File: src/hdl/kvbrd_pkg.sv
// ---------------------------------------------------------------------------
// kvbrd_pkg: shared types and constants of the request deframer
// Header layout, command kinds, status codes, body regions and the opcode map.
// ---------------------------------------------------------------------------
package kvbrd_pkg;

  localparam int unsigned HdrBytes = 24;
  localparam int unsigned IdxW     = 5;

  localparam logic [IdxW-1:0] LastIdx      = IdxW'(HdrBytes - 1);
  localparam logic [7:0]      RequestMagic = 8'h80;
  localparam logic [7:0]      StorageExtras = 8'd8;
  localparam logic [7:0]      DeltaExtras   = 8'd20;
  localparam logic [7:0]      FlushExtras   = 8'd4;

  typedef enum logic [2:0] {
    KIND_LOOKUP  = 3'd0,
    KIND_DELETE  = 3'd1,
    KIND_STORAGE = 3'd2,
    KIND_CONCAT  = 3'd3,
    KIND_DELTA   = 3'd4,
    KIND_FLUSH   = 3'd5,
    KIND_OTHER   = 3'd6
  } kind_e;

  typedef enum logic [1:0] {
    ST_OK        = 2'd0,
    ST_INVALID   = 2'd1,
    ST_UNKNOWN   = 2'd2,
    ST_BAD_MAGIC = 2'd3
  } status_e;

  typedef enum logic [1:0] {
    REGION_EXTRAS = 2'd0,
    REGION_KEY    = 2'd1,
    REGION_VALUE  = 2'd2
  } region_e;

  typedef enum logic {
    REC_DESC = 1'b0,
    REC_BODY = 1'b1
  } rec_kind_e;

  typedef enum logic [1:0] {
    PH_HEADER  = 2'd0,
    PH_BODY    = 2'd1,
    PH_DISCARD = 2'd2
  } phase_e;

  // Header fields as collected from the byte stream.
  typedef struct packed {
    logic [7:0]  opcode;
    logic [7:0]  extras_len;
    logic [15:0] key_len;
    logic [31:0] body_size;
    logic [31:0] opaque;
    logic [63:0] cas;
  } hdr_t;

  // Classification of a complete header.
  typedef struct packed {
    kind_e       kind;
    status_e     status;
    logic        forward;
    logic [16:0] key_end;
  } class_t;

  typedef struct packed {
    logic  known;
    kind_e kind;
  } opmap_t;

  // One output record as held in the result register.
  typedef struct packed {
    rec_kind_e   rec_type;
    logic [7:0]  opcode;
    kind_e       kind;
    status_e     status;
    logic [7:0]  extras_len;
    logic [15:0] key_len;
    logic [31:0] body_size;
    logic [31:0] opaque;
    logic [63:0] cas;
    logic [7:0]  body_byte;
    region_e     region;
    logic        last;
  } rec_t;

  function automatic opmap_t map_opcode(input logic [7:0] op);
    opmap_t m;
    m.known = 1'b1;
    case (op) inside
      8'h00, 8'h09, 8'h0c, 8'h0d:               m.kind = KIND_LOOKUP;
      8'h04, 8'h14:                             m.kind = KIND_DELETE;
      8'h01, 8'h02, 8'h03, 8'h11, 8'h12, 8'h13: m.kind = KIND_STORAGE;
      8'h0e, 8'h0f, 8'h19, 8'h1a:               m.kind = KIND_CONCAT;
      8'h05, 8'h06, 8'h15, 8'h16:               m.kind = KIND_DELTA;
      8'h08, 8'h18:                             m.kind = KIND_FLUSH;
      8'h07, 8'h0a, 8'h0b, 8'h10, 8'h17:        m.kind = KIND_OTHER;
      default: begin
        m.known = 1'b0;
        m.kind  = KIND_OTHER;
      end
    endcase
    return m;
  endfunction

endpackage

File: src/hdl/kvbrd_in_if.sv
// ---------------------------------------------------------------------------
// kvbrd_in_if: request byte channel
// Valid/ready channel that carries one byte of the request stream.
// ---------------------------------------------------------------------------
interface kvbrd_in_if;
  logic       valid;
  logic       ready;
  logic [7:0] stream_byte;

  modport source (output valid, output stream_byte, input ready);
  modport sink (input valid, input stream_byte, output ready);
endinterface

File: src/hdl/kvbrd_out_if.sv
// ---------------------------------------------------------------------------
// kvbrd_out_if: record channel
// Valid/ready channel that carries command descriptors and body bytes.
// ---------------------------------------------------------------------------
interface kvbrd_out_if;
  logic        valid;
  logic        ready;
  logic        record_type;
  logic [7:0]  command_opcode;
  logic [2:0]  command_kind;
  logic [1:0]  status;
  logic [7:0]  extras_length;
  logic [15:0] key_length;
  logic [31:0] body_length;
  logic [31:0] opaque_word;
  logic [63:0] cas_stamp;
  logic [7:0]  body_byte;
  logic [1:0]  body_region;
  logic        last;

  modport source (
    output valid, input ready,
    output record_type, command_opcode, command_kind, status, extras_length,
    output key_length, body_length, opaque_word, cas_stamp, body_byte,
    output body_region, last
  );
  modport sink (
    input valid, output ready,
    input record_type, command_opcode, command_kind, status, extras_length,
    input key_length, body_length, opaque_word, cas_stamp, body_byte,
    input body_region, last
  );
endinterface

File: src/hdl/kvbrd_hdr_collect.sv
// ---------------------------------------------------------------------------
// kvbrd_hdr_collect: header field registers
// Shifts header bytes into their big-endian fields by position.
// ---------------------------------------------------------------------------
module kvbrd_hdr_collect
  import kvbrd_pkg::*;
(
  input  logic            clk_i,
  input  logic            wr_en_i,
  input  logic [IdxW-1:0] idx_i,
  input  logic [7:0]      byte_i,
  output hdr_t            hdr_o
);

  hdr_t hdr_q;

  // Magic, data type and reserved bytes are not kept.
  always_ff @(posedge clk_i) begin
    if (wr_en_i) begin
      case (idx_i) inside
        5'd1:        hdr_q.opcode     <= byte_i;
        [5'd2:5'd3]:   hdr_q.key_len  <= {hdr_q.key_len[7:0], byte_i};
        5'd4:        hdr_q.extras_len <= byte_i;
        [5'd8:5'd11]:  hdr_q.body_size <= {hdr_q.body_size[23:0], byte_i};
        [5'd12:5'd15]: hdr_q.opaque   <= {hdr_q.opaque[23:0], byte_i};
        [5'd16:5'd23]: hdr_q.cas      <= {hdr_q.cas[55:0], byte_i};
        default: ;
      endcase
    end
  end

  assign hdr_o = hdr_q;

endmodule

File: src/hdl/kvbrd_classify.sv
// ---------------------------------------------------------------------------
// kvbrd_classify: command classification
// Maps the opcode to a kind and checks the length rules of that kind.
// ---------------------------------------------------------------------------
module kvbrd_classify
  import kvbrd_pkg::*;
(
  input  hdr_t   hdr_i,
  output class_t cls_o
);

  opmap_t      opm;
  logic [16:0] key_end;
  logic        too_long;
  logic        key_nz;
  logic        key_eq_body;
  logic        end_eq_body;
  logic        args_ok;
  status_e     status;
  kind_e       kind;

  always_comb begin
    opm         = map_opcode(hdr_i.opcode);
    key_end     = {1'b0, hdr_i.key_len} + {9'b0, hdr_i.extras_len};
    too_long    = {15'b0, key_end} > hdr_i.body_size;
    key_nz      = hdr_i.key_len != 16'd0;
    key_eq_body = {16'b0, hdr_i.key_len} == hdr_i.body_size;
    end_eq_body = {15'b0, key_end} == hdr_i.body_size;

    case (opm.kind)
      KIND_LOOKUP, KIND_DELETE:
        args_ok = (hdr_i.extras_len == 8'd0) && key_eq_body && key_nz;
      KIND_STORAGE:
        args_ok = (hdr_i.extras_len == StorageExtras) && key_nz;
      KIND_CONCAT:
        args_ok = (hdr_i.extras_len == 8'd0) && !key_eq_body && key_nz;
      KIND_DELTA:
        args_ok = (hdr_i.extras_len == DeltaExtras) && end_eq_body && key_nz;
      KIND_FLUSH:
        args_ok = ((hdr_i.extras_len == 8'd0) || (hdr_i.extras_len == FlushExtras))
                  && !key_nz && (hdr_i.body_size == {24'b0, hdr_i.extras_len});
      default:
        args_ok = 1'b1;
    endcase

    // The length check takes precedence over the opcode check.
    if (too_long) begin
      status = ST_INVALID;
    end else if (!opm.known) begin
      status = ST_UNKNOWN;
    end else if (!args_ok) begin
      status = ST_INVALID;
    end else begin
      status = ST_OK;
    end
    kind = opm.kind;

    cls_o.kind    = kind;
    cls_o.status  = status;
    cls_o.forward = (status == ST_OK) && (kind != KIND_OTHER);
    cls_o.key_end = key_end;
  end

endmodule

File: src/hdl/kv_binary_request_deframer.sv
// ---------------------------------------------------------------------------
// kv_binary_request_deframer: binary key-value request deframer
// Splits a request byte stream into command descriptors and tagged body bytes.
// ---------------------------------------------------------------------------
// Usage:
// The request stream enters on req_i, one byte per transaction. Results leave
// on rec_o, at most one record per input byte: a command descriptor when the
// 24th header byte arrives (or at once on a bad first byte), and one record
// per body byte of a forwarded command, tagged extras, key or value.
// A byte taken from req_i sits in the input register while it is decoded,
// and its record is written to the result register that drives rec_o.
// Throughput is one byte per cycle while the receiver keeps up; the header and
// body counters and the length checks are all worked out in the decode step.
// When the receiver stalls, the input register still takes one more byte, and
// bytes that produce no record keep draining while the record waits.
// Reset clears the phase, the header position and the body counters; the
// block then expects the magic byte of a new request. After a bad magic byte
// the block swallows every byte until the next reset.
// ---------------------------------------------------------------------------
module kv_binary_request_deframer
  import kvbrd_pkg::*;
(
  input  logic         clk_i,
  input  logic         rst_ni,
  kvbrd_in_if.sink     req_i,
  kvbrd_out_if.source  rec_o
);

  // Input register stage.
  logic [7:0] byte_q;
  logic       bvalid_q;

  // Parser state.
  phase_e          phase_q, phase_d;
  logic [IdxW-1:0] idx_q;
  logic [31:0]     remaining_q;
  logic [31:0]     offset_q;
  logic            fwd_q;

  // Result register.
  rec_t rec_q, rec_d;
  logic ovalid_q;

  hdr_t   hdr;
  class_t cls;

  logic produce;
  logic hdr_wr;
  logic consume;
  logic out_free;
  logic bad_magic;
  logic hdr_done;
  logic body_end;

  assign out_free  = !ovalid_q || rec_o.ready;
  // A byte can always retire if it yields no record; otherwise it needs room.
  assign consume   = bvalid_q && (out_free || !produce);
  assign req_i.ready = !bvalid_q || consume;

  assign bad_magic = (idx_q == '0) && (byte_q != RequestMagic);
  assign hdr_done  = idx_q == LastIdx;
  assign body_end  = remaining_q[31:1] == 31'd0;

  kvbrd_hdr_collect u_hdr (
    .clk_i   (clk_i),
    .wr_en_i (consume && hdr_wr),
    .idx_i   (idx_q),
    .byte_i  (byte_q),
    .hdr_o   (hdr)
  );

  kvbrd_classify u_cls (
    .hdr_i (hdr),
    .cls_o (cls)
  );

  // Record generation for the byte in the input register.
  always_comb begin
    rec_d   = '0;
    produce = 1'b0;
    hdr_wr  = 1'b0;
    case (phase_q)
      PH_HEADER: begin
        if (bad_magic) begin
          produce      = 1'b1;
          rec_d.status = ST_BAD_MAGIC;
          rec_d.last   = 1'b1;
        end else begin
          hdr_wr = 1'b1;
          if (hdr_done) begin
            // The last CAS byte is still in flight, so it is merged here.
            produce          = 1'b1;
            rec_d.rec_type   = REC_DESC;
            rec_d.opcode     = hdr.opcode;
            rec_d.kind       = cls.kind;
            rec_d.status     = cls.status;
            rec_d.extras_len = hdr.extras_len;
            rec_d.key_len    = hdr.key_len;
            rec_d.body_size  = hdr.body_size;
            rec_d.opaque     = hdr.opaque;
            rec_d.cas        = {hdr.cas[55:0], byte_q};
            rec_d.last       = !(cls.forward && (hdr.body_size != 32'd0));
          end
        end
      end
      PH_BODY: begin
        if (fwd_q) begin
          produce         = 1'b1;
          rec_d.rec_type  = REC_BODY;
          rec_d.body_byte = byte_q;
          rec_d.last      = body_end;
          if (offset_q < {24'b0, hdr.extras_len}) begin
            rec_d.region = REGION_EXTRAS;
          end else if (offset_q < {15'b0, cls.key_end}) begin
            rec_d.region = REGION_KEY;
          end else begin
            rec_d.region = REGION_VALUE;
          end
        end
      end
      default: ;
    endcase
  end

  // Phase transitions.
  always_comb begin
    phase_d = phase_q;
    if (consume) begin
      case (phase_q)
        PH_HEADER: begin
          if (bad_magic) begin
            phase_d = PH_DISCARD;
          end else if (hdr_done && (hdr.body_size != 32'd0)) begin
            phase_d = PH_BODY;
          end
        end
        PH_BODY: begin
          if (body_end) begin
            phase_d = PH_HEADER;
          end
        end
        default: phase_d = PH_DISCARD;
      endcase
    end
  end

  always_ff @(posedge clk_i or negedge rst_ni) begin
    if (!rst_ni) begin
      bvalid_q <= 1'b0;
    end else if (req_i.ready) begin
      bvalid_q <= req_i.valid;
    end
  end

  always_ff @(posedge clk_i) begin
    if (req_i.valid && req_i.ready) begin
      byte_q <= req_i.stream_byte;
    end
  end

  always_ff @(posedge clk_i or negedge rst_ni) begin
    if (!rst_ni) begin
      phase_q     <= PH_HEADER;
      idx_q       <= '0;
      remaining_q <= '0;
      offset_q    <= '0;
      fwd_q       <= 1'b0;
    end else begin
      phase_q <= phase_d;
      if (consume) begin
        case (phase_q)
          PH_HEADER: begin
            if (!bad_magic) begin
              if (hdr_done) begin
                idx_q       <= '0;
                remaining_q <= hdr.body_size;
                offset_q    <= '0;
                fwd_q       <= cls.forward;
              end else begin
                idx_q <= idx_q + IdxW'(1);
              end
            end
          end
          PH_BODY: begin
            remaining_q <= remaining_q - 32'd1;
            if (body_end) begin
              offset_q <= '0;
              fwd_q    <= 1'b0;
            end else begin
              offset_q <= offset_q + 32'd1;
            end
          end
          default: ;
        endcase
      end
    end
  end

  always_ff @(posedge clk_i or negedge rst_ni) begin
    if (!rst_ni) begin
      ovalid_q <= 1'b0;
    end else if (out_free) begin
      ovalid_q <= consume && produce;
    end
  end

  always_ff @(posedge clk_i) begin
    if (consume && produce) begin
      rec_q <= rec_d;
    end
  end

  assign rec_o.valid          = ovalid_q;
  assign rec_o.record_type    = rec_q.rec_type;
  assign rec_o.command_opcode = rec_q.opcode;
  assign rec_o.command_kind   = rec_q.kind;
  assign rec_o.status         = rec_q.status;
  assign rec_o.extras_length  = rec_q.extras_len;
  assign rec_o.key_length     = rec_q.key_len;
  assign rec_o.body_length    = rec_q.body_size;
  assign rec_o.opaque_word    = rec_q.opaque;
  assign rec_o.cas_stamp      = rec_q.cas;
  assign rec_o.body_byte      = rec_q.body_byte;
  assign rec_o.body_region    = rec_q.region;
  assign rec_o.last           = rec_q.last;

endmodule

File: src/flat_wrapper.sv
// flat-port wrapper written by rule: the top's interface ports become plain ports
module kv_binary_request_deframer_flat import kvbrd_pkg::*;
  (clk_i, rst_ni, req_i_valid, req_i_stream_byte, req_i_ready, rec_o_valid, rec_o_ready, rec_o_record_type, rec_o_command_opcode, rec_o_command_kind, rec_o_status, rec_o_extras_length, rec_o_key_length, rec_o_body_length, rec_o_opaque_word, rec_o_cas_stamp, rec_o_body_byte, rec_o_body_region, rec_o_last);
  kvbrd_in_if req_i_i ();
  kvbrd_out_if rec_o_i ();
  input  logic clk_i;
  input  logic rst_ni;
  input wire logic [$bits(req_i_i.valid)-1:0] req_i_valid;
  input wire logic [$bits(req_i_i.stream_byte)-1:0] req_i_stream_byte;
  output wire logic [$bits(req_i_i.ready)-1:0] req_i_ready;
  output wire logic [$bits(rec_o_i.valid)-1:0] rec_o_valid;
  input wire logic [$bits(rec_o_i.ready)-1:0] rec_o_ready;
  output wire logic [$bits(rec_o_i.record_type)-1:0] rec_o_record_type;
  output wire logic [$bits(rec_o_i.command_opcode)-1:0] rec_o_command_opcode;
  output wire logic [$bits(rec_o_i.command_kind)-1:0] rec_o_command_kind;
  output wire logic [$bits(rec_o_i.status)-1:0] rec_o_status;
  output wire logic [$bits(rec_o_i.extras_length)-1:0] rec_o_extras_length;
  output wire logic [$bits(rec_o_i.key_length)-1:0] rec_o_key_length;
  output wire logic [$bits(rec_o_i.body_length)-1:0] rec_o_body_length;
  output wire logic [$bits(rec_o_i.opaque_word)-1:0] rec_o_opaque_word;
  output wire logic [$bits(rec_o_i.cas_stamp)-1:0] rec_o_cas_stamp;
  output wire logic [$bits(rec_o_i.body_byte)-1:0] rec_o_body_byte;
  output wire logic [$bits(rec_o_i.body_region)-1:0] rec_o_body_region;
  output wire logic [$bits(rec_o_i.last)-1:0] rec_o_last;
  assign req_i_i.valid = req_i_valid;
  assign req_i_i.stream_byte = req_i_stream_byte;
  assign req_i_ready = req_i_i.ready;
  assign rec_o_valid = rec_o_i.valid;
  assign rec_o_i.ready = rec_o_ready;
  assign rec_o_record_type = rec_o_i.record_type;
  assign rec_o_command_opcode = rec_o_i.command_opcode;
  assign rec_o_command_kind = rec_o_i.command_kind;
  assign rec_o_status = rec_o_i.status;
  assign rec_o_extras_length = rec_o_i.extras_length;
  assign rec_o_key_length = rec_o_i.key_length;
  assign rec_o_body_length = rec_o_i.body_length;
  assign rec_o_opaque_word = rec_o_i.opaque_word;
  assign rec_o_cas_stamp = rec_o_i.cas_stamp;
  assign rec_o_body_byte = rec_o_i.body_byte;
  assign rec_o_body_region = rec_o_i.body_region;
  assign rec_o_last = rec_o_i.last;
  kv_binary_request_deframer u_core (.clk_i(clk_i), .rst_ni(rst_ni), .req_i(req_i_i), .rec_o(rec_o_i));
endmodule
File: config.mk
export PLATFORM = sky130hd
export DESIGN_NAME = kv_binary_request_deframer_flat
export DESIGN_NICKNAME = d
export VERILOG_FILES = /design/src/hdl/kvbrd_pkg.sv /design/src/hdl/kvbrd_in_if.sv /design/src/hdl/kvbrd_out_if.sv /design/src/hdl/kvbrd_hdr_collect.sv /design/src/hdl/kvbrd_classify.sv /design/src/hdl/kv_binary_request_deframer.sv /design/src/flat_wrapper.sv
export SDC_FILE = /design/constraint.sdc
export NUM_CORES = 1
export LEC_CHECK = 0
export BUFFER_PORTS_ARGS = -buffer_cell sky130_fd_sc_hd__buf_2
export CAP_MARGIN = 20
export CORE_ASPECT_RATIO = 1.5
export CORE_MARGIN = 4
export CORE_UTILIZATION = 40
export CTS_BUF_LIST = sky130_fd_sc_hd__clkbuf_16
export DETAILED_ROUTE_END_ITERATION = 12
export PLACE_DENSITY_LB_ADDON = 0.12
export SLEW_MARGIN = 0
export SYNTH_ARGS = -nofsm -noshare
export SYNTH_HDL_FRONTEND = slang
export SYNTH_SLANG_ARGS = --single-unit
File: constraint.sdc
create_clock -name clk_i -period 17.9 [get_ports clk_i]
set_input_delay 1.79 -clock clk_i [delete_from_list [all_inputs] [get_ports clk_i]]
set_output_delay 1.79 -clock clk_i [all_outputs]
set_load 0.02 [all_outputs]
==> results of run 1 <==
==> power by group through the flow <==
| stage | Combinational [mW] | Sequential [mW] | Clock (mW) |
|---|---|---|---|
| 6_report | 0.116 | 1.08 | 0.863 |
| 5_1_grt | 0.126 | 1.08 | 0.925 |
| 4_1_cts | 0.118 | 1.08 | 0.887 |
| 3_5_place_dp | 0.118 | 1.10 | 0 |
| 3_3_place_gp | 0.118 | 1.10 | 0 |
| 2_1_floorplan | 0.0367 | 1.14 | 0 |
==> logic make-up after synthesis <==
family | after synthesis | share of synthesized area
fa+ha+maj | 56 | 0.0393
mux | 1 | 0.000556
xor+xnor | 58 | 0.0282
flops | 411 | 0.665
simple gates | 537 | 0.162
buf+inv | 132 | 0.0282
compound gates | 229 | 0.0769
==> cells in the mapped netlist (all sizes together), types with 4 or more instances <==
master / count / area share
nand4: 20 / 0.0069
edfxtp: 337 / 0.56
a21o: 8 / 0.0033
o31a: 4 / 0.0019
or2: 8 / 0.0028
clkbuf: 72 / 0.015
nor4: 35 / 0.013
a2111oi: 4 / 0.0019
a31oi: 7 / 0.0024
dfrtp: 74 / 0.10
o31ai: 8 / 0.0033
nor2: 98 / 0.020
nand3: 29 / 0.0081
nor2b: 10 / 0.0035
and3: 154 / 0.053
o22ai: 5 / 0.0017
a22oi: 5 / 0.0021
xor2: 16 / 0.0078
and4: 10 / 0.0049
or3: 13 / 0.0045
or4: 8 / 0.0033
and2: 6 / 0.0021
buf: 8 / 0.0024
nor3: 38 / 0.011
ha: 55 / 0.038
o2bb2ai: 7 / 0.0034
xnor2: 42 / 0.020
a21oi: 66 / 0.018
nand2: 82 / 0.017
o21ai: 82 / 0.023
nand2b: 13 / 0.0045
inv: 52 / 0.011
==> state kept, by name, indices dropped and copies added, names as in the netlist, 16 cells and up <==
name                      count
u_core.remaining_q           32
u_core.offset_q              32
u_core.rec_o.cas_stamp       64
u_core.rec_o.opaque_word     32
u_core.rec_o.body_length     32
u_core.u_hdr.hdr_o          152
u_core.rec_o.key_length      16
==> layer usage <==
layer	track usage	share of wire
met5	0	0
met4	0.0696	0.036
met3	0.0259	0.041
met2	0.343	0.52
met1	0.226	0.40
==> worst paths after layout <==
path	to	slack, ps	depth (start not counted)
min in group asynchronous	u_core.remaining_q[28]$_DFFE_PN0P_	1230	1
hold reg to reg	u_core.u_hdr.hdr_o[8]$_DFFE_PP_	440	0
hold / removal	u_core.u_hdr.hdr_o[8]$_DFFE_PP_	440	0
setup / recovery	u_core.rec_o.last$_DFFE_PP_	13150	18
max in group asynchronous	u_core.offset_q[28]$_DFFE_PN0P_	15460	2
setup reg to reg	u_core.rec_o.last$_DFFE_PP_	13150	18
==> layout make-up <==
class / instances / area, sq um / share of cell area
Clock inverter: 32 / 307 / 0.0147
Sequential cell: 411 / 12000 / 0.573
Tap cell: 582 / 728 / 0.0349
Timing Repair Buffer: 204 / 1070 / 0.0512
Multi-Input combinational cell: 881 / 5590 / 0.267
Inverter: 52 / 195 / 0.00935
Clock buffer: 41 / 1030 / 0.0491
==> worst max-delay path, stage by stage (launching register included) <==
cell      delay [ps]
edfxtp_1         440
ha_1             200
inv_1             60
fa_1             400
nor2b_1          120
o21ai_0          100
a21boi_0         240
o21ai_0          190
a211oi_1         420
and3_1           270
xor2_1           170
ha_1             280
a21oi_1          170
nand2_1           70
a211o_1          290
o31a_1           340
or3b_2           470
o22ai_1          150
o21ai_0           90
==> metrics by stage <==
step | std cells | worst slack (ps)
after floorplan | 1424 | 5910
after global placement | 2129 | 13370
after detailed placement | 2129 | 13220
after CTS | 2202 | 13190
after global routing | 2203 | 12920
final | 2203 | 13150
==> impl_metrics.py, run 1 <==
metrics = {
    "logic_synthesis": {
        "ys_ff_latch": 411,
        "synthArstFlopShare": 0.180,
        "synth_fp_nets": 1492,
        "netlist_area_sq_mm": 0.0180,
        "ys_types": 66,
        "avgSynthCellArea_sq_um": 12.6,
        "synth-main-ff-cell": "edfxtp_1",
        "yosysSeqAreaShare": 0.665,
        "yosysWarningCount": 0,
        "synth_edf_count": 337,
        "synth_cells": 1424,
    },
    "route": {
        "drt_first_iter_violations": 868,
        "wirelength_um": 46800,
        "first_pass_iters": 5,
        "vias_per_cell": 5.44,
        "ant_nets": 0,
        "vias": 12000,
        "drc": 0,
        "drt-wirelength-per-cell_um": 21.3,
    },
    "grt": {
        "grt.total_usage": 0.188,
        "grt_pass1_vias": 11900,
        "antenna_found_initial": 0,
        "grt_pass1_wl_um": 71000,
        "grt_max_degree": 142,
        "grt-ovfl-total": 0,
    },
    "finish": {
        "utilization": 0.467,
        "fin_area_sq_mm": 0.0209,
        "final_common_cell": "edfxtp_1",
        "nNetsFinal": 1659,
        "drive_above_1_share": 0.177,
        "num-fill-cells": 4113,
        "area_delta_synth_final_pct": 16.0,
        "antenna_cells": 0,
        "final_cell_mix": "edfxtp_1 (337), buf_2 (190), and3_1 (154), nor2_1 (95), nand2_1 (82)",
    },
    "sta": {
        "tns_ps": 0,
        "fmax_mhz": 211,
        "slew_headroom": 0.296,
        "timing.final.max_slew_violations": 0,
        "setup_viol": 0,
        "whs_ps": 438,
        "finClkSkew_ps": 20.3,
        "hold_violations": 0,
        "worst_slew_pin_slew_ps": 1050,
        "grt_setup_unrepaired": "false",
        "period_share": 0.265,
        "post-route-min-period_ps": 4750,
    },
    "cts": {
        "numCtsBuffers": 41,
        "cts_tree": "yes",
        "clockBufferDepth": 3,
        "cts-root-buf": "clkbuf_16",
        "cts.sink_count": 411,
        "clkTransAtPathRegs_ps": 60,
        "ctsResizeCount": 0,
        "clock_insertion_delay_worst_skew_ps": 550,
        "post-cts-setup-buffer-count": 0,
        "htree_levels": 2,
        "holdBufCountCts": 0,
    },
    "setup_path": {
        "path_max_fanout": 7,
        "crit_required_ps": 18180,
        "worst_setup_path_start_kind": "register",
        "worstSetupPathType": "register to register",
        "r2r-start": "u_core.u_hdr.hdr_o[144]$_DFFE_PP_",
        "worstPathArrival_ps": 5020,
        "startpoint": "u_core.u_hdr.hdr_o[144]$_DFFE_PP_",
        "end_kind": "register",
    },
    "floorplanning": {
        "ios": 191,
        "num_rows": 95,
        "fp.dieW_um": 181,
        "coreArea_sq_mm": 0.0447,
        "die_h_um": 268,
        "die_area_sq_mm": 0.0486,
        "initial_core_util": 0.403,
    },
    "power_and_ir_drop": {
        "leakage_nw": 8.09,
        "ir_drop_mv": 0.0608,
        "total_power_mw": 2.06,
        "pwr-share-comb": 0.056,
        "pwr-share-clk": 0.419,
        "power_density_mw_per_mm2": 98.7,
        "power.switching_mw": 0.464,
        "pwr-share-seq": 0.525,
        "power.internal_mw": 1.60,
        "swShare": 0.225,
    },
    "placement": {
        "routabilityCongestion": 0.873,
        "portBuffers": 190,
        "placed_cell_area_sq_mm": 0.0195,
        "dp_hpwl_um": 32300,
    },
    "hold_path": {
        "hp-class": "register to register",
        "min-delay-start": "u_core.u_hdr.hdr_o[0]$_DFFE_PP_",
    },
    "job": {
        "drv_cap": 0,
    },
    "outcome": {
        "status": "completed",
    },
}
Note: power is estimated with default switching activity, not from simulation.
==> run 2: changes to the inputs <==
==> constraint.sdc (replaced) <==
create_clock -name clk_i -period 4.6 [get_ports clk_i]
set_input_delay 0.46 -clock clk_i [delete_from_list [all_inputs] [get_ports clk_i]]
set_output_delay 0.46 -clock clk_i [all_outputs]
set_load 0.02 [all_outputs]
==> impl_metrics.py, run 2 (synthesis results as in run 1) <==
metrics = {
    "outcome": {
        "status": "completed",
    },
    "route": {
        "ant_nets": 0,
        "first_pass_iters": 5,
        "drt_first_iter_violations": 908,
        "vias_per_cell": 5.44,
        "drt-wirelength-per-cell_um": 21.4,
        "drc": 0,
        "wirelength_um": 47600,
        "vias": 12100,
    },
    "setup_path": {
        "path_max_fanout": 3,
        "crit_required_ps": 4890,
        "end_kind": "register",
        "worstPathArrival_ps": 4580,
        "r2r_slack_ps": 310,
        "worstSetupPathType": "register to register",
        "worst_setup_path_start_kind": "register",
    },
    "sta": {
        "tns_ps": 0,
        "whs_ps": 85.7,
        "post-route-min-period_ps": 4290,
        "finClkSkew_ps": 13.9,
        "fmax_mhz": 233,
        "fin_ws_ps": 311,
        "grt_setup_unrepaired": "false",
        "period_share": 0.932,
        "slew_headroom": 0.333,
        "setup_viol": 0,
        "timing.final.max_slew_violations": 0,
        "hold_violations": 0,
        "worst_slew_pin_slew_ps": 1000,
    },
    "power_and_ir_drop": {
        "power_density_mw_per_mm2": 369,
        "total_power_mw": 7.75,
        "pwr-share-seq": 0.540,
        "swShare": 0.237,
        "pwr-share-comb": 0.065,
        "pwr-share-clk": 0.395,
        "leakage_nw": 8.18,
        "power.internal_mw": 5.92,
        "power.switching_mw": 1.84,
        "ir_drop_mv": 0.256,
    },
    "placement": {
        "dp_hpwl_um": 32700,
        "routabilityCongestion": 0.902,
        "dp.cells": 2153,
        "placed_cell_area_sq_mm": 0.0198,
        "pre_cts_ws_ps": 131,
        "portBuffers": 190,
    },
    "job": {
        "drv_cap": 0,
    },
    "grt": {
        "grt_max_degree": 138,
        "grt_use_met2": 0.340,
        "grt_pass1_wl_um": 72100,
        "met1_usage": 0.232,
        "top_usage_layer": "met2",
        "antenna_found_initial": 0,
        "grt.total_usage": 0.190,
        "met3_usage": 0.0242,
        "grt_pass1_vias": 11900,
        "grt-ovfl-total": 0,
    },
    "floorplanning": {
        "die_area_sq_mm": 0.0486,
        "num_rows": 95,
        "die_h_um": 268,
        "ios": 191,
        "initial_core_util": 0.403,
        "fp.dieW_um": 181,
        "coreArea_sq_mm": 0.0447,
    },
    "cts": {
        "cts-root-buf": "clkbuf_16",
        "htree_levels": 2,
        "cts.sink_count": 411,
        "clock_insertion_delay_worst_skew_ps": 550,
        "clkTransAtPathRegs_ps": 60,
        "cts_tree": "yes",
        "clockBufferDepth": 3,
        "numCtsBuffers": 40,
    },
    "finish": {
        "final_common_cell": "edfxtp_1",
        "drive_above_1_share": 0.189,
        "fin_area_sq_mm": 0.0210,
        "largest_reg_flops": 152,
        "fin_cells": 2228,
        "utilization": 0.470,
        "area_delta_synth_final_pct": 16.7,
        "antenna_cells": 0,
        "final_cell_mix": "edfxtp_1 (337), buf_2 (190), and3_1 (154), nor2_1 (95), nand2_1 (82)",
        "nNetsFinal": 1685,
    },
    "hold_path": {
        "hp-class": "primary input to register",
    },
}
run 2: changes by cell type in the layout (fill, tap and decap cells not counted), sizes merged:
cell         previous run  this run
clkbuf                 42        40
buf                   203       230
clkinvlp                4         2
clkinv                 10        14
inv                    64        66
bufinv                  6         1
dlygate4sd3             0         1
run 2: area by class of cell:
class	instances	area [sq um]
clock buffers	40	1000
clock inverters	31	183
fillers	4104	23700
inverters	52	195
multi-input cells	881	5620
flip-flops and latches	411	12000
well taps	582	728
repair buffers	231	1320
run 2: power groups by stage:
stage	combinational (mW)	clock, mW	sequential (mW)
2_1_floorplan	0.147	0	4.41
3_5_place_dp	0.501	0	4.27
6_report	0.502	3.06	4.19
3_3_place_gp	0.498	0	4.27
5_1_grt	0.544	3.29	4.20
4_1_cts	0.503	3.16	4.19
run 2: critical path: stages, from the launching register on:
cell      delay (ps)
edfxtp_1         390
ha_1             180
inv_1             50
fa_1             400
nor2b_1          130
o21ai_0          110
a21boi_1         200
o21ai_1          130
a211oi_2         220
and3_1           230
xor2_1           160
ha_1             270
a21oi_1          170
nand2_1           70
a211o_1          310
o31a_1           300
or3b_2           450
o22ai_1          170
o21ai_0           90
run 2: path summary, 6_finish.rpt:
kind,startpoint,cells after the start,to
max in group asynchronous,rst_ni,3,u_core.offset_q[23]$_DFFE_PN0P_
worst min register to register,u_core.u_hdr.hdr_o[13]$_DFFE_PP_,0,u_core.u_hdr.hdr_o[21]$_DFFE_PP_
worst min-delay path,req_i_stream_byte[6],1,u_core.byte_q[6]$_DFFE_PP_
min in group asynchronous,rst_ni,2,u_core.remaining_q[28]$_DFFE_PN0P_
worst max-delay path,u_core.u_hdr.hdr_o[128]$_DFFE_PP_,18,u_core.rec_o.last$_DFFE_PP_
worst max register to register,u_core.u_hdr.hdr_o[128]$_DFFE_PP_,18,u_core.rec_o.last$_DFFE_PP_
run 2: repair_timing:
action	4_1_cts	5_1_grt
hold buffers	1	0
endpoints found under the hold margin	23	0
gates resized for setup	0	5
setup endpoints to repair	0	4
setup buffers	0	2
run 2: routing by layer:
layer | vias to the layer above | share of wire
met2 | 347 | 0.52
met3 | 93 | 0.044
met5 | - | 0
li1 | 5717 | -
met4 | 0 | 0.038
met1 | 5962 | 0.40
==> run 3: changes to the inputs <==
==> constraint.sdc (replaced) <==
create_clock -name clk_i -period 5.1 [get_ports clk_i]
set_input_delay 0.51 -clock clk_i [delete_from_list [all_inputs] [get_ports clk_i]]
set_output_delay 0.51 -clock clk_i [all_outputs]
set_load 0.02 [all_outputs]
==> impl_metrics.py, run 3 (synthesis results as in run 1) <==
metrics = {
    "floorplanning": {
        "num_rows": 95,
        "ios": 191,
        "die_area_sq_mm": 0.0486,
        "die_h_um": 268,
        "coreArea_sq_mm": 0.0447,
        "initial_core_util": 0.403,
        "fp.dieW_um": 181,
    },
    "finish": {
        "final_common_cell": "edfxtp_1",
        "antenna_cells": 0,
        "area_delta_synth_final_pct": 16.7,
        "largest_reg_flops": 152,
        "num-fill-cells": 4108,
        "final_cell_mix": "edfxtp_1 (337), buf_2 (190), and3_1 (154), nor2_1 (95), nand2_1 (82)",
        "drive_above_1_share": 0.181,
        "nNetsFinal": 1668,
    },
    "sta": {
        "slew_headroom": 0.372,
        "period_share": 0.946,
        "tns_ps": 0,
        "grt_setup_unrepaired": "false",
        "post-route-min-period_ps": 4820,
        "fmax_mhz": 207,
        "worst_slew_pin_slew_ps": 941,
        "finClkSkew_ps": 17.0,
        "timing.final.max_slew_violations": 0,
        "setup_viol": 0,
        "whs_ps": 153,
        "hold_violations": 0,
        "fin_ws_ps": 277,
    },
    "setup_path": {
        "rr_worst_depth": 18,
        "crit_required_ps": 5370,
        "reg2reg_to": "u_core.rec_o.last$_DFFE_PP_",
        "path_depth": 18,
        "end_kind": "register",
        "startpoint": "u_core.u_hdr.hdr_o[128]$_DFFE_PP_",
        "r2r-start": "u_core.u_hdr.hdr_o[128]$_DFFE_PP_",
        "worstPathArrival_ps": 5100,
        "worst_setup_path_start_kind": "register",
        "r2r_slack_ps": 280,
        "max_stage_delay_ps": 470,
        "cpMostUsedCell": "o21ai_0",
        "cp_cell_sequence": "ha_1 > inv_1 > fa_1 > nor2b_1 > o21ai_0 > a21boi_0 > o21ai_0 > a211oi_1 > and3_1 > xor2_1 > ha_1 > a21oi_1 > nand2_1 > a211o_1 > o31a_1 > or3b_2 > o22ai_1 > o21ai_0",
        "path_max_fanout": 7,
        "crit_buf_inv": 1,
        "cpLargestDelayFamily": "compound AO/OA/AOI/OAI gates",
        "slowest_stage": "or3b_2",
        "worstSetupPathType": "register to register",
    },
    "power_and_ir_drop": {
        "power_density_mw_per_mm2": 346,
        "total_power_mw": 7.27,
        "ir_drop_mv": 0.258,
        "leakage_nw": 8.16,
    },
    "route": {
        "vias": 12000,
        "first_pass_iters": 5,
        "drc": 0,
        "vias_per_cell": 5.43,
        "drt_first_iter_violations": 798,
        "drt-wirelength-per-cell_um": 21.3,
        "wirelength_um": 47100,
        "ant_nets": 0,
    },
    "hold_path": {
        "hp-class": "primary input to register",
        "min_path_cells": 1,
        "whs_endpoint": "u_core.byte_q[5]$_DFFE_PP_",
        "min-delay-start": "req_i_stream_byte[5]",
    },
    "cts": {
        "post-cts-setup-buffer-count": 0,
        "clock_insertion_delay_worst_skew_ps": 540,
        "cts.sink_count": 411,
        "clkTransAtPathRegs_ps": 60,
        "clockBufferDepth": 3,
        "numCtsBuffers": 40,
        "htree_levels": 2,
        "cts_tree": "yes",
        "cts-root-buf": "clkbuf_16",
    },
    "grt": {
        "antenna_found_initial": 0,
        "grt_pass1_wl_um": 72000,
        "grt_max_degree": 109,
        "grt.total_usage": 0.190,
        "grt_pass1_vias": 12000,
        "grt-ovfl-total": 0,
    },
    "placement": {
        "portBuffers": 190,
        "dp_hpwl_um": 32500,
        "pre_cts_ws_ps": 373,
        "routabilityCongestion": 0.894,
    },
    "outcome": {
        "status": "completed",
    },
    "job": {
        "drv_cap": 0,
    },
}
## run 3: report_power, final
group          switching (mW)  internal, mW  total [mW]
logic                   0.321         0.110       0.431
registers              0.0564          3.74        3.79
clock network            1.26          1.79        3.05
total                    1.64          5.64        7.27
## run 3: worst reg2reg max path, stage by stage (launching register included)
cell	delay, ps
edfxtp_1	450
ha_1	210
inv_1	50
fa_1	400
nor2b_1	120
o21ai_0	100
a21boi_0	240
o21ai_0	190
a211oi_1	450
and3_1	280
xor2_1	160
ha_1	280
a21oi_1	170
nand2_1	70
a211o_1	280
o31a_1	350
or3b_2	480
o22ai_1	170
o21ai_0	100
## run 3: repair_timing
item	4_1_cts	5_1_grt
hold buffers	1	0
endpoints found under the hold margin	21	0
resized for setup	0	0
## run 3: worst max-delay path by stage
stage / endpoint / slack (ps)
after floorplan: u_core.rec_o.body_byte[0]$_SDFFCE_PN0P_ / 60
after global placement: u_core.rec_o.last$_DFFE_PP_ / 520
after detailed placement: u_core.rec_o.last$_DFFE_PP_ / 370
after CTS: u_core.rec_o.last$_DFFE_PP_ / 340
after global routing: u_core.rec_o.last$_DFFE_PP_ / 20
final: u_core.rec_o.last$_DFFE_PP_ / 280
## run 3: stage by stage
step	utilization	std cells	area [sq um]
after floorplan	-	1424	18000
after global routing	0.470	2213	21000
final	0.470	2213	21000
after CTS	0.470	2213	21000
after global placement	0.439	2138	19600
after detailed placement	0.440	2139	19700
## run 3: per-layer routing
layer	vias up	track usage	routed length, um
met1	5924	0.234	18900
li1	5679	-	-
met4	0	0.0790	1970
met3	91	0.0256	2040
met5	-	0	0
met2	328	0.336	24200
## run 3: cell type report
cell class                 count  area [sq um]  area share
clock buffer                  40          1000      0.0476
clock inverter                33           342      0.0163
inverter                      52           195     0.00929
multi-input combinational    881          5590       0.266
sequential                   411         12000       0.570
tap                          582           728      0.0347
timing repair buffer         214          1180      0.0561
